## src/rtl/gnssdf_pkg.sv

```systemverilog
package gnssdf_pkg;

   // Special byte values
   localparam logic [7:0] SYM_DOLLAR  = 8'h24;
   localparam logic [7:0] SYM_NEWLINE = 8'h0A;
   localparam logic [7:0] SYNC_FIRST  = 8'hB5;
   localparam logic [7:0] SYNC_SECOND = 8'h62;

   localparam logic [15:0] TIMEOUT_RESET = 16'd5000;
   localparam logic [15:0] TICK_MAX      = 16'hFFFF;

   // Request command codes
   localparam logic CMD_BYTE = 1'b0;
   localparam logic CMD_TICK = 1'b1;

   // Frame kind codes
   localparam logic [1:0] KIND_NONE = 2'd0;
   localparam logic [1:0] KIND_NMEA = 2'd1;
   localparam logic [1:0] KIND_UBX  = 2'd2;

   // Link status codes
   localparam logic [1:0] ST_INIT    = 2'd0;
   localparam logic [1:0] ST_ON      = 2'd1;
   localparam logic [1:0] ST_CHIPERR = 2'd2;

   // Last header byte index (length high byte)
   localparam logic [1:0] HDR_LAST   = 2'd3;
   localparam logic [1:0] HDR_LENLOW = 2'd2;

   // Parser phases, one-hot
   typedef enum logic [4:0] {
      PH_IDLE = 5'b00001,
      PH_NMEA = 5'b00010,
      PH_SYNC = 5'b00100,
      PH_HEAD = 5'b01000,
      PH_BODY = 5'b10000
   } phase_type;

   // Chip presence events from the parser to the link tracker
   typedef struct packed {
      logic nmea_done;
      logic header_done;
   } event_type;

   // Frame part of one result
   typedef struct packed {
      logic [7:0] out_byte;
      logic       out_valid;
      logic [1:0] frame_kind;
      logic       frame_first;
      logic       frame_end;
   } frame_type;

   // Link part of one result
   typedef struct packed {
      logic [1:0] link_status;
      logic       configure_request;
   } link_type;

endpackage

```

## src/rtl/gnssdf_parser.sv

```systemverilog
module gnssdf_parser (
   input  logic                   clock,
   input  logic                   reset,
   input  logic                   step_en,
   input  logic [7:0]             data_byte,
   output gnssdf_pkg::frame_type  frame,
   output gnssdf_pkg::event_type  events
);

   gnssdf_pkg::phase_type phase_ff, phase_in;
   logic [1:0]  hdr_idx_ff, hdr_idx_in;
   logic [7:0]  len_low_ff, len_low_in;
   logic [16:0] left_ff, left_in;
   logic [16:0] left_dec;
   logic        as_idle;

   // A bad second sync byte is handled again as if idle
   always_comb begin
      left_dec = (left_ff == 17'd0) ? 17'd0 : left_ff - 17'd1;
      as_idle  = (phase_ff == gnssdf_pkg::PH_IDLE) ||
                 ((phase_ff == gnssdf_pkg::PH_SYNC) && (data_byte != gnssdf_pkg::SYNC_SECOND));
   end

   // Byte decision
   always_comb begin
      phase_in   = phase_ff;
      hdr_idx_in = hdr_idx_ff;
      len_low_in = len_low_ff;
      left_in    = left_ff;
      frame      = '0;
      events     = '0;
      if (as_idle) begin
         phase_in = gnssdf_pkg::PH_IDLE;
         if (data_byte == gnssdf_pkg::SYM_DOLLAR) begin
            phase_in          = gnssdf_pkg::PH_NMEA;
            frame.out_byte    = data_byte;
            frame.out_valid   = 1'b1;
            frame.frame_kind  = gnssdf_pkg::KIND_NMEA;
            frame.frame_first = 1'b1;
         end else if (data_byte == gnssdf_pkg::SYNC_FIRST) begin
            phase_in = gnssdf_pkg::PH_SYNC;
         end
      end else begin
         unique case (phase_ff)
            gnssdf_pkg::PH_SYNC: begin
               phase_in   = gnssdf_pkg::PH_HEAD;
               hdr_idx_in = 2'd0;
            end
            gnssdf_pkg::PH_NMEA: begin
               frame.frame_kind = gnssdf_pkg::KIND_NMEA;
               if (data_byte == gnssdf_pkg::SYM_NEWLINE) begin
                  frame.frame_end  = 1'b1;
                  phase_in         = gnssdf_pkg::PH_IDLE;
                  events.nmea_done = 1'b1;
               end else begin
                  frame.out_byte  = data_byte;
                  frame.out_valid = 1'b1;
               end
            end
            gnssdf_pkg::PH_HEAD: begin
               frame.out_byte    = data_byte;
               frame.out_valid   = 1'b1;
               frame.frame_kind  = gnssdf_pkg::KIND_UBX;
               frame.frame_first = (hdr_idx_ff == 2'd0);
               if (hdr_idx_ff == gnssdf_pkg::HDR_LENLOW) begin
                  len_low_in = data_byte;
               end
               if (hdr_idx_ff == gnssdf_pkg::HDR_LAST) begin
                  // payload plus two check bytes
                  left_in            = {1'b0, data_byte, len_low_ff} + 17'd2;
                  phase_in           = gnssdf_pkg::PH_BODY;
                  hdr_idx_in         = 2'd0;
                  events.header_done = 1'b1;
               end else begin
                  hdr_idx_in = hdr_idx_ff + 2'd1;
               end
            end
            gnssdf_pkg::PH_BODY: begin
               frame.out_byte   = data_byte;
               frame.out_valid  = 1'b1;
               frame.frame_kind = gnssdf_pkg::KIND_UBX;
               left_in          = left_dec;
               if (left_dec == 17'd0) begin
                  frame.frame_end = 1'b1;
                  phase_in        = gnssdf_pkg::PH_IDLE;
               end
            end
            default: begin
               // unreachable codes: recover to idle, drop the byte
               phase_in = gnssdf_pkg::PH_IDLE;
            end
         endcase
      end
   end

   // Parser state
   always_ff @(posedge clock) begin
      if (reset) begin
         phase_ff   <= gnssdf_pkg::PH_IDLE;
         hdr_idx_ff <= 2'd0;
         len_low_ff <= 8'd0;
         left_ff    <= 17'd0;
      end else if (step_en) begin
         phase_ff   <= phase_in;
         hdr_idx_ff <= hdr_idx_in;
         len_low_ff <= len_low_in;
         left_ff    <= left_in;
      end
   end

endmodule

```

## src/rtl/gnssdf_link.sv

```systemverilog
module gnssdf_link (
   input  logic                  clock,
   input  logic                  reset,
   input  logic                  csr_wr,
   input  logic [15:0]           csr_data,
   input  logic                  tick_en,
   input  logic                  byte_en,
   input  gnssdf_pkg::event_type events,
   output gnssdf_pkg::link_type  link
);

   logic [15:0] timeout_ff;
   logic [15:0] ticks_ff, ticks_in;
   logic        done_ff, done_in;
   logic        seen_ff, seen_in;
   logic [1:0]  status_ff, status_in;

   // Tick counting, timeout and presence events
   always_comb begin
      ticks_in  = ticks_ff;
      done_in   = done_ff;
      seen_in   = seen_ff;
      status_in = status_ff;
      link      = '0;
      if (tick_en) begin
         if (ticks_ff != gnssdf_pkg::TICK_MAX) begin
            ticks_in = ticks_ff + 16'd1;
         end
         if (!done_ff && (ticks_in >= timeout_ff)) begin
            done_in = 1'b1;
            seen_in = 1'b1;
            if (!seen_ff) begin
               status_in = gnssdf_pkg::ST_CHIPERR;
            end
         end
      end else if (byte_en) begin
         if (events.nmea_done || events.header_done) begin
            seen_in = 1'b1;
         end
         if (events.nmea_done) begin
            status_in              = gnssdf_pkg::ST_ON;
            link.configure_request = (status_ff != gnssdf_pkg::ST_ON);
         end
      end
      link.link_status = status_in;
   end

   // Timeout register
   always_ff @(posedge clock) begin
      if (reset) begin
         timeout_ff <= gnssdf_pkg::TIMEOUT_RESET;
      end else if (csr_wr) begin
         timeout_ff <= csr_data;
      end
   end

   // Link state
   always_ff @(posedge clock) begin
      if (reset) begin
         ticks_ff  <= 16'd0;
         done_ff   <= 1'b0;
         seen_ff   <= 1'b0;
         status_ff <= gnssdf_pkg::ST_INIT;
      end else if (tick_en || byte_en) begin
         ticks_ff  <= ticks_in;
         done_ff   <= done_in;
         seen_ff   <= seen_in;
         status_ff <= status_in;
      end
   end

endmodule

```

## src/rtl/gnss_nmea_ubx_deframer.sv

```systemverilog
// Channel  Direction  Payload
// req_     in         tuser: command; tdata: data_byte
// rsp_     out        tuser: out_valid, frame_kind; tdata: out_byte, frame_first,
//                     link_status, configure_request; tlast: frame_end
// csr_     in         csr_data: timeout_ticks
//
// One request per cycle sustained while results are taken; a request enters the input
// register at the accepting edge and moves to the result register once that is free.
// The byte decision and tick/status update sit between those two registers.
// Synchronous active-high reset clears parser phase, counters and link status;
// timeout_ticks returns to 5000. No request or register write is taken in reset.
// A stalled result holds; one more request is still taken into the input register.
module gnss_nmea_ubx_deframer (
   input  logic        clock,
   input  logic        reset,
   input  logic        req_tvalid,
   output logic        req_tready,
   input  logic [7:0]  req_tdata,   // [7:0] data_byte
   input  logic        req_tuser,   // [0] command
   output logic        rsp_tvalid,
   input  logic        rsp_tready,
   output logic [15:0] rsp_tdata,   // [7:0] out_byte, [8] frame_first,
                                    // [10:9] link_status, [11] configure_request
   output logic [2:0]  rsp_tuser,   // [0] out_valid, [2:1] frame_kind
   output logic        rsp_tlast,   // frame_end
   input  logic        csr_valid,
   output logic        csr_ready,
   input  logic [15:0] csr_data     // timeout_ticks
);

   logic                  in_valid_ff;
   logic                  in_cmd_ff;
   logic [7:0]            in_byte_ff;
   logic                  out_valid_ff;
   gnssdf_pkg::frame_type out_frame_ff;
   gnssdf_pkg::link_type  out_link_ff;
   logic                  out_free;
   logic                  step;
   logic                  tick_en;
   logic                  byte_en;
   gnssdf_pkg::frame_type frame;
   gnssdf_pkg::link_type  link;
   gnssdf_pkg::event_type events;

   // Handshake
   assign out_free   = !out_valid_ff || rsp_tready;
   assign step       = in_valid_ff && out_free;
   assign req_tready = !reset && (!in_valid_ff || out_free);
   assign csr_ready  = !reset;
   assign tick_en    = step && (in_cmd_ff == gnssdf_pkg::CMD_TICK);
   assign byte_en    = step && (in_cmd_ff == gnssdf_pkg::CMD_BYTE);

   // Input register
   always_ff @(posedge clock) begin
      if (reset) begin
         in_valid_ff <= 1'b0;
      end else if (req_tready) begin
         in_valid_ff <= req_tvalid;
      end
   end

   always_ff @(posedge clock) begin
      if (req_tready && req_tvalid) begin
         in_cmd_ff  <= req_tuser;
         in_byte_ff <= req_tdata;
      end
   end

   gnssdf_parser u_parser (
      .clock     (clock),
      .reset     (reset),
      .step_en   (byte_en),
      .data_byte (in_byte_ff),
      .frame     (frame),
      .events    (events)
   );

   gnssdf_link u_link (
      .clock    (clock),
      .reset    (reset),
      .csr_wr   (csr_valid && csr_ready),
      .csr_data (csr_data),
      .tick_en  (tick_en),
      .byte_en  (byte_en),
      .events   (events),
      .link     (link)
   );

   // Result register; ticks carry no frame content
   always_ff @(posedge clock) begin
      if (reset) begin
         out_valid_ff <= 1'b0;
      end else if (out_free) begin
         out_valid_ff <= in_valid_ff;
      end
   end

   always_ff @(posedge clock) begin
      if (step) begin
         out_frame_ff <= byte_en ? frame : '0;
         out_link_ff  <= link;
      end
   end

   assign rsp_tvalid = out_valid_ff;
   assign rsp_tdata  = {4'd0, out_link_ff.configure_request, out_link_ff.link_status,
                        out_frame_ff.frame_first, out_frame_ff.out_byte};
   assign rsp_tuser  = {out_frame_ff.frame_kind, out_frame_ff.out_valid};
   assign rsp_tlast  = out_frame_ff.frame_end;

   // Checks
   a_cfg_on: assert property (@(posedge clock) disable iff (reset)
      (rsp_tvalid && out_link_ff.configure_request) |->
         (out_link_ff.link_status == gnssdf_pkg::ST_ON))
      else $error("configure request without status on");

   a_first_valid: assert property (@(posedge clock) disable iff (reset)
      (rsp_tvalid && out_frame_ff.frame_first) |-> out_frame_ff.out_valid)
      else $error("frame start without content byte");

   a_nmea_end: assert property (@(posedge clock) disable iff (reset)
      (rsp_tvalid && out_frame_ff.frame_end &&
       (out_frame_ff.frame_kind == gnssdf_pkg::KIND_NMEA)) |->
         (!out_frame_ff.out_valid && out_link_ff.link_status == gnssdf_pkg::ST_ON))
      else $error("line end carries content or leaves status off");

   a_full_stall: assert property (@(posedge clock) disable iff (reset)
      (in_valid_ff && out_valid_ff && !rsp_tready) |-> !req_tready)
      else $error("request taken while both registers are full");

endmodule

```

## config.mk

```make
export PLATFORM = sky130hd
export DESIGN_NAME = gnss_nmea_ubx_deframer
export DESIGN_NICKNAME = d
export VERILOG_FILES = /design/src/rtl/gnssdf_pkg.sv /design/src/rtl/gnssdf_parser.sv /design/src/rtl/gnssdf_link.sv /design/src/rtl/gnss_nmea_ubx_deframer.sv
export SDC_FILE = /design/constraint.sdc
export NUM_CORES = 1
export LEC_CHECK = 0
export BUFFER_PORTS_ARGS = -buffer_cell sky130_fd_sc_hd__buf_2
export CAP_MARGIN = 10
export CORE_MARGIN = 4
export CORE_UTILIZATION = 55
export CTS_CLUSTER_SIZE = 14
export DETAILED_ROUTE_END_ITERATION = 12
export PLACE_DENSITY = 0.75
export SLEW_MARGIN = 10
export SYNTH_ARGS = -nofsm -noshare
export SYNTH_HDL_FRONTEND = slang
export SYNTH_SLANG_ARGS = --single-unit
```

## constraint.sdc

```tcl
create_clock -name clock -period 3.6 [get_ports clock]
set_input_delay 0.9 -clock clock [delete_from_list [all_inputs] [get_ports clock]]
set_output_delay 0.9 -clock clock [all_outputs]
set_load 0.02 [all_outputs]
```

==> results.md, run 1 <==
* Status: finished, final reports clean
* Crit-path cells: and3_1 -> and4_1 -> a21bo_2 -> xnor2_1 -> ha_1 -> a211o_1 -> a21oi_1 -> o21ai_0 -> a2111oi_1 -> buf_4 -> o21a_1 -> nand2_1
* CP max FO at 11
* Core area at 9420 sq um
* Worst hold path class: reg -> reg
* DRC at 0
* Initial antenna violation count at 0
* Remaining Overflow, GRT at 0
* Placed cells at 782
* DIE HEIGHT at 107 um
* Mapped Cells at 635
* CTS Buf Count at 9
* Yosys cell types at 65
* Clock latency on the worst-skew pair at 0.38 ns
* Worst Setup End Kind: flop
* Worst Path Required at 3.74 ns
* Post-synthesis sequential area ratio at 0.399
* Detailed-route via count at 4789
* Largest net degree at the start of global routing at 33
* Ys flop type: dfxtp_1
* Buf/Inv on CP at 1
* Share of layout cells above drive strength 1 at 0.130
* WL final at 12800 um
* Routed WL per cell at 16.0 um
* Drt pass-1 iters at 5
* Post-CTS Hold Fix Bufs at 0
* Worst path arrival time at 3.43 ns
* H-tree Lvls at 3
* Max incr delay on CP at 0.44 ns
* Setup TNS at 0 ns
* Area Overhead vs Synth at 8.76%
* Setup bufs post-CTS at 0
* Cell Area, Synth at 5400 sq um
* Final-report hold violation count at 0
* DR vias/cell at 6.00
* GP Congestion at 0.905
* Root Buffer: clkbuf_8
* Post-synth EDFFs at 25
* Fillers at 823
* Type of origin of the critical path: flop
* Number of setup violations in the final report at 0
* CTS tree: done
* Final Max Slew Viols at 0
* Antenna-violating nets left at 0
* Vias in the first global route at 4398
* Final min period at 3.29 ns
* Slowest cell on crit path: dfxtp_1
* N_diodes at 0
* Clk buf depth at 2
* Die area at 11500 sq um
* Register area at 2150 sq um
* Top Family by Delay on Critical Path: compound AO/OA/AOI/OAI gates
* Dpl hpwl at 9170 um
* Clk_skew at 0.0114 ns
* Starting DRT DRC Count at 427
* DIE WIDTH at 107 um
* Power per Cell Area at 331 nW/um^2
* Ports at 53
* Kind of critical path: reg -> reg
* RSZ-0062 raised after global routing: false
* Slew HR at 0.342
* Finished Layout Cells at 798
* Max VDD drop at 0.151 mV
* Multi-input gate area at 2970 sq um
* Worst slew pin tran at 0.978 ns
* Synth Warn # at 0
* GRT Resource Usage Total at 0.224
* Initial Util at 0.573
* Final Net Count at 716
* Sink Count at 95
* Asr flop ratio synth at 0
* Average size of a mapped cell at 8.50 sq um
* Leak at 2.33 nW
* Register bit total from synthesis at 95
* Commonest non-fill, non-tap cell in the layout: dfxtp_1
* Port Buffers at 48
* FP Rows at 35
* Final period util at 0.915
* Clock transition at path regs at 0.09 ns
* Commonest non-fill, non-tap cells in the layout: dfxtp_1, nand2_1, nor2_1
* Global-route wire length before repair at 20700 um
* Total of max-cap violations at 0
* Maximum clock frequency at 304 MHz
cell usage after synthesis (all sizes together), types with 4 or more instances:
master	number	area share
inv	29	0.020
o32ai	4	0.0065
a22oi	6	0.0083
o211ai	8	0.012
xor2	16	0.026
o22ai	4	0.0046
nand4	11	0.013
a21o	5	0.0072
buf	18	0.019
nand2b	5	0.0058
nor2b	6	0.0070
dfxtp	70	0.26
a21oi	53	0.050
mux2	4	0.0090
nor2	55	0.038
or4	7	0.0097
edfxtp	25	0.14
and3	13	0.015
and2	8	0.0093
o21ai	31	0.029
ha	22	0.051
nand2	62	0.043
nor3	27	0.025
nor4	11	0.016
clkbuf	23	0.016
or3	9	0.010
nand3	24	0.022
mux2i	13	0.024
xnor2	20	0.032
a211oi	5	0.0070
state kept, by name, indices dropped and copies added, names as in the netlist, 3 cells and up:
name	count
rsp_tuser	3
in_byte_ff	8
u_link.timeout_ff	16
u_link.ticks_ff	16
u_parser.phase_ff	5
u_parser.len_low_ff	8
u_parser.left_ff	17
rsp_tdata	12
layout make-up:
type / count / area share
Clock buffer: 9 / 0.0211
Clock inverter: 7 / 0.00938
Inverter: 29 / 0.0185
Multi-Input combinational cell: 473 / 0.506
Sequential cell: 95 / 0.367
Tap cell: 129 / 0.0275
Timing Repair Buffer: 56 / 0.0512
metrics by stage:
stage                     total power [mW]  worst slack (ns)   util  instance area, sq um  hold WS, ns
final                                 1.94             0.307  0.623                  5870        0.471
after global placement                1.29             0.332  0.603                  5680        0.455
after global routing                  2.02            0.0524  0.623                  5870        0.509
after detailed placement              1.30             0.307  0.603                  5680        0.460
after CTS                             1.96             0.197  0.622                  5860        0.477
after floorplan                       1.25             0.326      -                  5410        0.437
per-layer routing:
| layer | up-vias | part of all wire | GRT usage |
|---|---|---|---|
| met4 | 0 | 0.023 | 0.0950 |
| met5 | - | 0 | 0 |
| met3 | 31 | 0.064 | 0.0373 |
| li1 | 2336 | - | - |
| met1 | 2241 | 0.45 | 0.295 |
| met2 | 181 | 0.46 | 0.364 |
worst reg2reg max path: cells and delay by family, from the launching register on:
family	cells	cell delay, ns
AOI/OAI and AO/OA	6	1.37
xor gates and xnor gates	1	0.16
adders and majority gates	1	0.26
buffers and inverters	1	0.19
DFF	1	0.44
and+or+nand+nor	3	0.65
path summary, 6_finish.rpt:
| check | start | to | slack [ns] | depth (start not counted) |
|---|---|---|---|---|
| setup / recovery | u_link.ticks_ff[3]$_SDFFE_PP0P_ | rsp_tdata[10]$_DFFE_PP_ | 0.31 | 12 |
| hold / removal | u_parser.len_low_ff[0]$_SDFFE_PP0P_ | u_parser.len_low_ff[0]$_SDFFE_PP0P_ | 0.47 | 2 |
| setup reg to reg | u_link.ticks_ff[3]$_SDFFE_PP0P_ | rsp_tdata[10]$_DFFE_PP_ | 0.31 | 12 |
| hold reg to reg | u_parser.len_low_ff[0]$_SDFFE_PP0P_ | u_parser.len_low_ff[0]$_SDFFE_PP0P_ | 0.47 | 2 |
kinds of logic (layout without fill, tap and decap cells):
logic type | after synthesis | after routing | share of synthesized area
adders and majority gates | 22 | 22 | 0.0510
AOI/OAI and AO/OA | 141 | 141 | 0.165
xor gates and xnor gates | 36 | 36 | 0.0584
DFF | 95 | 95 | 0.399
muxes | 17 | 17 | 0.0332
buffers and inverters | 70 | 101 | 0.0549
and+or+nand+nor | 253 | 253 | 0.238
other | 1 | 4 | 0.000695
report_power, final:
part	internal [mW]	leakage, nW	switching (mW)
combinational	0.0505	1.43	0.0838
clock	0.261	0.0923	0.411
sequential	1.12	0.805	0.0190
what timing repair did:
item	4_1_cts	5_1_grt
hold endpoints to repair	0	0
resized for setup	0	3
endpoints found under the setup margin	0	6
No activity file was read; power rests on OpenSTA's default activity.
==> run 2: changes to the inputs <==
--- a/config.mk
+++ b/config.mk
@@ -5,13 +5,14 @@
 export SDC_FILE = /design/constraint.sdc
 export NUM_CORES = 1
 export LEC_CHECK = 0
-export BUFFER_PORTS_ARGS = -buffer_cell sky130_fd_sc_hd__buf_2
+export ABC_AREA = 0
 export CAP_MARGIN = 10
 export CORE_MARGIN = 4
 export CORE_UTILIZATION = 55
 export CTS_CLUSTER_SIZE = 14
 export DETAILED_ROUTE_END_ITERATION = 12
-export PLACE_DENSITY = 0.75
+export DONT_BUFFER_PORTS = 1
+export PLACE_DENSITY = 0.7
 export SLEW_MARGIN = 10
 export SYNTH_ARGS = -nofsm -noshare
 export SYNTH_HDL_FRONTEND = slang
==> run 2 against run 1 <==
Clock power rose by 6.8%. Power rose by 0.28%. Wire length fell by 2.8%. Fmax rose by 0.51%. Largest cell class unchanged. Die area did not move. Final cell count fell by 6.4%.
==> results.md, run 2 (same netlist as run 1, synthesis figures left out) <==
* DR vias/cell at 6.07 (+1.1%)
* Share of layout cells above drive strength 1 at 0.0583 (-0.0718)
* Post-CTS Hold Fix Bufs at 0 (unchanged)
* Worst Reg-to-Reg Cells at 12 (unchanged)
* Final min period at 3.28 ns (-0.0168 ns)
* Clk buf depth at 2 (unchanged)
* Top flop regs: u_parser.left_ff x17, u_link.ticks_ff x16, u_link.timeout_ff x16
* Reg power frac at 0.589 (+0.004)
* Dpl hpwl at 8920 um (-2.7%)
* FP Rows at 35 (unchanged)
* Hold depth at 2 (unchanged)
* Overall power at 1.95 mW (+0.28%)
* Type of origin of the critical path: flop
* Final period util at 0.910 (-0.00466)
* Post-CTS sizing at 0 (unchanged)
* Total of max-cap violations at 0 (unchanged)
* CP max FO at 11 (unchanged)
* WL final at 12400 um (-2.8%)
* GRT Resource Usage Total at 0.223 (-0.00111)
* Worst Setup End Kind: flop
* Setup bufs post-CTS at 0 (unchanged)
* Initial antenna violation count at 0 (unchanged)
* Largest net degree at the start of global routing at 68 (+110%)
* Routed WL per cell at 16.6 um (+3.8%)
* Crit-path cells: and3_1 -> and4_1 -> a21bo_2 -> xnor2_1 -> ha_1 -> a211o_1 -> a21oi_1 -> o21ai_0 -> a2111oi_1 -> buf_4 -> o21a_1 -> nand2_1
* Die area at 11500 sq um (unchanged)
* Max VDD drop at 0.200 mV (+32%)
* Initial Util at 0.573 (unchanged)
* Clock transition at path regs at 0.10 ns (about the same)
* Sink Count at 95 (unchanged)
* Largest register FFs at 17 (unchanged)
* Fillers at 863 (+4.9%)
* GP Congestion at 0.962 (+6.2%)
* Slowest cell on crit path: dfxtp_1
* Starting DRT DRC Count at 319 (-25%)
* Slew HR at 0.405 (+0.0629)
* Finished Layout Cells at 747 (-6.4%)
* Final hold slack at 0.456 ns (-0.0147 ns)
* Antenna-violating nets left at 0 (unchanged)
* Sw Pwr at 0.491 mW (-4.5%)
* Clock latency on the worst-skew pair at 0.38 ns (about the same)
* Clock network power share at 0.368 (+0.022)
* RSZ-0062 raised after global routing: false
* Top Family by Delay on Critical Path: compound AO/OA/AOI/OAI gates
* DIE HEIGHT at 107 um (unchanged)
* Core area at 9420 sq um (unchanged)
* Vias in the first global route at 4303 (-2.2%)
* Switch share at 0.252 (-0.0127)
* Placed cells at 731 (-6.5%)
* DRC at 0 (unchanged)
* Maximum clock frequency at 305 MHz (+0.51%)
* CTS Buf Count at 9 (unchanged)
* Power per Cell Area at 346 nW/um^2 (+4.5%)
* Max incr delay on CP at 0.45 ns (about the same)
* Detailed-route via count at 4534 (-5.3%)
* Final Net Count at 665 (-7.1%)
* H-tree Lvls at 3 (unchanged)
* Status: finished, final reports clean
* Clk_skew at 0.0151 ns (+0.00370 ns)
* CP Depth at 12 (unchanged)
* Number of setup violations in the final report at 0 (unchanged)
* Global-route wire length before repair at 20700 um (-0.16%)
* Setup TNS at 0 ns (unchanged)
* Worst path arrival time at 3.42 ns (about the same)
* Drt pass-1 iters at 5 (unchanged)
* Multi-input gate area at 2970 sq um (unchanged)
* Most flop-heavy register: u_parser.left_ff
* Hold_sp: u_parser.len_low_ff[0]$_SDFFE_PP0P_
* Area Overhead vs Synth at 4.34%
* Leak at 2.13 nW (-8.5%)
* R2R Path Start: u_link.ticks_ff[3]$_SDFFE_PP0P_
* Commonest non-fill, non-tap cell in the layout: dfxtp_1
* Internal Power at 1.46 mW (+2.0%)
* DIE WIDTH at 107 um (unchanged)
* Combinational share of power at 0.043 (-0.026)
* Remaining Overflow, GRT at 0 (unchanged)
* Worst hold path class: reg -> reg
* Register area at 2150 sq um (unchanged)
* Worst Path Required at 3.75 ns (about the same)
* Kind of critical path: reg -> reg
* Root Buffer: clkbuf_8
* Worst slew pin tran at 0.885 ns (-0.0935 ns)
* Commonest non-fill, non-tap cells in the layout: dfxtp_1, nand2_1, nor2_1
* Ports at 53 (unchanged)
* Critical path origin: u_link.ticks_ff[3]$_SDFFE_PP0P_
* Buf/Inv on CP at 1 (unchanged)
* Final Max Slew Viols at 0 (unchanged)
* Final-report hold violation count at 0 (unchanged)
* Port Buffers at 0 (-100%)
* N_diodes at 0 (unchanged)
* CTS tree: done
## run 2: worst paths after layout
| check | endpoint | slack [ns] |
|---|---|---|
| max | rsp_tdata[10]$_DFFE_PP_ | 0.32 |
| min | u_parser.len_low_ff[0]$_SDFFE_PP0P_ | 0.46 |
| max reg2reg | rsp_tdata[10]$_DFFE_PP_ | 0.32 |
| min reg2reg | u_parser.len_low_ff[0]$_SDFFE_PP0P_ | 0.46 |
## run 2: layer usage
layer  up-vias  share of wire  global-route usage
li1       2244              -                   -
met1      2118           0.48               0.309
met2       145           0.44               0.340
met3        27          0.055              0.0446
met4         0          0.026              0.0913
met5         -              0                   0
## run 2: cell type report
cell class                      count  share of cell area
Clock buffer                       10              0.0264
Clock inverter                      6             0.00956
Inverter                           29              0.0193
Multi-Input combinational cell    473               0.527
Sequential cell                    95               0.382
Tap cell                          129              0.0287
Timing Repair Buffer                5             0.00667
## run 2: power groups by stage
stage	Clock (mW)	Combinational (mW)	Sequential, mW
after floorplan	0	0.0850	1.16
after global placement	0	0.0799	1.17
after detailed placement	0	0.0826	1.17
after CTS	0.741	0.0834	1.15
after global routing	0.784	0.0950	1.15
final	0.718	0.0833	1.15
## run 2: tightest hold or removal path, cell delays in order (launching register included)
cell and delay (ns):
dfxtp_1 0.32, nand2_1 0.05, a21oi_1 0.05
## run 2: metrics by stage
step | worst slack (ns) | area, sq um | utilization
2_1_floorplan | 0.326 | 5410 | -
3_3_place_gp | 0.362 | 5420 | 0.576
3_5_place_dp | 0.286 | 5420 | 0.576
4_1_cts | 0.175 | 5620 | 0.597
5_1_grt | 0.0385 | 5630 | 0.598
6_report | 0.323 | 5630 | 0.598
==> run 3: changes to the inputs <==
==> constraint.sdc (replaced) <==
create_clock -name clock -period 3.96 [get_ports clock]
set_input_delay 0.99 -clock clock [delete_from_list [all_inputs] [get_ports clock]]
set_output_delay 0.99 -clock clock [all_outputs]
set_load 0.02 [all_outputs]
==> run 3 against run 2 <==
Largest cell class unchanged. Utilization shrank 0.23 points. Highest routed layer unchanged. Largest power group unchanged. Non-clock buffer count down 2. Fmax is 3.5% lower.
==> results.md, run 3 (same netlist as run 1, synthesis figures left out) <==
* Status: finished, final reports clean
* Vias in the first global route at 4162 (-3.3%)
* Routed WL per cell at 16.5 um (-0.78%)
* Hold depth at 2 (unchanged)
* Worst hold endpoint: u_parser.len_low_ff[0]$_SDFFE_PP0P_
* Slowest cell on crit path: a2111oi_0
* Setup TNS at 0 ns (unchanged)
* Overall power at 1.78 mW (-8.9%)
* DRC at 0 (unchanged)
* Global-route wire length before repair at 20800 um (+0.33%)
* Max incr delay on CP at 0.48 ns (+0.03 ns)
* Total of max-cap violations at 0 (unchanged)
* Worst Reg-to-Reg Cells at 13 (+1)
* Final-report hold violation count at 0 (unchanged)
* WL final at 12300 um (-1.0%)
* Final period util at 0.858 (-0.0525)
* Kind of critical path: reg -> reg
* Drt pass-1 iters at 5 (unchanged)
* Type of origin of the critical path: flop
* Final Util at 0.596 (-0.00226)
* Clk buf depth at 2 (unchanged)
* DIE HEIGHT at 107 um (unchanged)
* Initial antenna violation count at 0 (unchanged)
* Final Net Count at 663 (-0.30%)
* Number of setup violations in the final report at 0 (unchanged)
* Sink Count at 95 (unchanged)
* Antenna-violating nets left at 0 (unchanged)
* Post-CTS Hold Fix Bufs at 0 (unchanged)
* Final min period at 3.40 ns (+0.120 ns)
* CP max FO at 9 (-2)
* H-tree Lvls at 3 (unchanged)
* Leak at 2.12 nW (-0.44%)
* GRT Resource Usage Total at 0.222 (-0.000751)
* Dpl hpwl at 8820 um (-1.2%)
* Top flop regs: u_parser.left_ff x17, u_link.ticks_ff x16, u_link.timeout_ff x16
* Combinational share of power at 0.042 (about the same)
* R2R Path Start: u_link.ticks_ff[0]$_SDFFE_PP0P_
* Switch share at 0.252 (+0.000584)
* Sw Pwr at 0.448 mW (-8.7%)
* DIE WIDTH at 107 um (unchanged)
* Die area at 11500 sq um (unchanged)
* Worst path arrival time at 3.68 ns (+0.26 ns)
* Max VDD drop at 0.205 mV (+2.2%)
* Power per Cell Area at 317 nW/um^2 (-8.5%)
* Initial Util at 0.573 (unchanged)
* GP Congestion at 0.910 (-5.4%)
* DR vias/cell at 6.11 (+0.67%)
* Largest net degree at the start of global routing at 68 (unchanged)
* Worst slew pin tran at 0.990 ns (+0.106 ns)
* Hold_sp: u_parser.len_low_ff[0]$_SDFFE_PP0P_
* CTS tree: done
* Final Max Slew Viols at 0 (unchanged)
* Commonest non-fill, non-tap cells in the layout: dfxtp_1, nand2_1, nor2_1
* Commonest non-fill, non-tap cell in the layout: dfxtp_1
* Clock latency on the worst-skew pair at 0.37 ns (about the same)
* Reg2reg end: u_link.status_ff[0]$_SDFFE_PP0P_
* Most flop-heavy register: u_parser.left_ff
* CTS Buf Count at 9 (unchanged)
* Root Buffer: clkbuf_8
* Setup bufs post-CTS at 0 (unchanged)
* Ports at 53 (unchanged)
* Worst reg2reg setup slack at 0.56 ns (+0.24 ns)
* Clk_skew at 0.0111 ns (-0.00397 ns)
* Remaining Overflow, GRT at 0 (unchanged)
* Crit-path cells: ha_1 -> nand2_1 -> nor3_1 -> nand2_1 -> and3_1 -> xor2_1 -> ha_1 -> o21ai_0 -> a211oi_1 -> a2111oi_0 -> buf_4 -> o21ai_0 -> a211oi_1
* Worst Setup End Kind: flop
* Clock network power share at 0.370 (+0.002)
* Slew HR at 0.334 (-0.0711)
* Post-CTS sizing at 0 (unchanged)
* Worst hold path class: reg -> reg
* Critical path origin: u_link.ticks_ff[0]$_SDFFE_PP0P_
* Top Family by Delay on Critical Path: compound AO/OA/AOI/OAI gates
* Starting DRT DRC Count at 415 (+30%)
* Maximum clock frequency at 294 MHz (-3.5%)
* FP Rows at 35 (unchanged)
* Share of layout cells above drive strength 1 at 0.0519 (-0.00630)
* Largest register FFs at 17 (unchanged)
* Reg power frac at 0.588 (about the same)
* Core area at 9420 sq um (unchanged)
* Buf/Inv on CP at 1 (unchanged)
* Port Buffers at 0 (unchanged)
* RSZ-0062 raised after global routing: false
* Worst Path Required at 4.25 ns (+0.50 ns)
* Detailed-route via count at 4552 (+0.40%)
* Clock transition at path regs at 0.10 ns (about the same)
* Area Overhead vs Synth at 3.94%
* N_diodes at 0 (unchanged)
* Internal Power at 1.33 mW (-9.0%)
[run 3: cell count changes in the layout (fill, tap and decap cells not counted)]
cell / delta
nor3_2: -1
nor3_1: +1
buf_4: -2
a2111oi_0: +1
nand2_1: +1
nand2_2: -1
a2111oi_1: -1
inv_8: +1
inv_6: -1
[run 3: per-stage QoR]
stage	area [sq um]	hold slack, ns	instances	setup slack, ns
2_1_floorplan	5410	0.437	638	0.686
3_3_place_gp	5400	0.450	729	0.642
3_5_place_dp	5400	0.457	729	0.571
4_1_cts	5610	0.473	745	0.540
5_1_grt	5610	0.501	745	0.229
6_report	5610	0.473	745	0.564
[run 3: area by class of cell]
cell class                 count  area (sq um)
fill                         856          3810
multi-input combinational    473          2960
sequential                    95          2150
inverter                      29           109
clock inverter                 6          56.3
clock buffer                  10           149
tap                          129           161
timing repair buffer           3          22.5
[run 3: power by group through the flow]
stage                     clock [mW]  sequential [mW]  combinational, mW
after floorplan                    0             1.06             0.0773
after global placement             0             1.07             0.0727
after detailed placement           0             1.07             0.0742
after CTS                      0.674             1.05             0.0750
after global routing           0.720             1.05             0.0856
final                          0.657             1.04             0.0748
[run 3: worst max path at each step]
stage                                  endpoint  slack (ns)  cells past startpoint
6_report       u_link.status_ff[0]$_SDFFE_PP0P_        0.56                     13
2_1_floorplan           rsp_tdata[10]$_DFFE_PP_        0.69                     13
4_1_cts        u_link.status_ff[0]$_SDFFE_PP0P_        0.54                     13
5_1_grt        u_link.status_ff[0]$_SDFFE_PP0P_        0.23                     13
3_5_place_dp   u_link.status_ff[0]$_SDFFE_PP0P_        0.57                     13
3_3_place_gp            rsp_tdata[10]$_DFFE_PP_        0.64                     13
[run 3: routing by layer]
layer  GRT usage  share of wire
met1       0.325           0.48
met2       0.327           0.43
met3      0.0488          0.074
met4      0.0676          0.014
met5           0              0
[run 3: worst reg2reg max path, delay by kind of cell, from the launching register on]
| family | cells | cell delay, ns |
|---|---|---|
| compound gates | 5 | 1.12 |
| xor+xnor | 1 | 0.14 |
| fa+ha+maj | 2 | 0.50 |
| buf+inv | 1 | 0.20 |
| flops | 1 | 0.42 |
| simple gates | 4 | 0.95 |
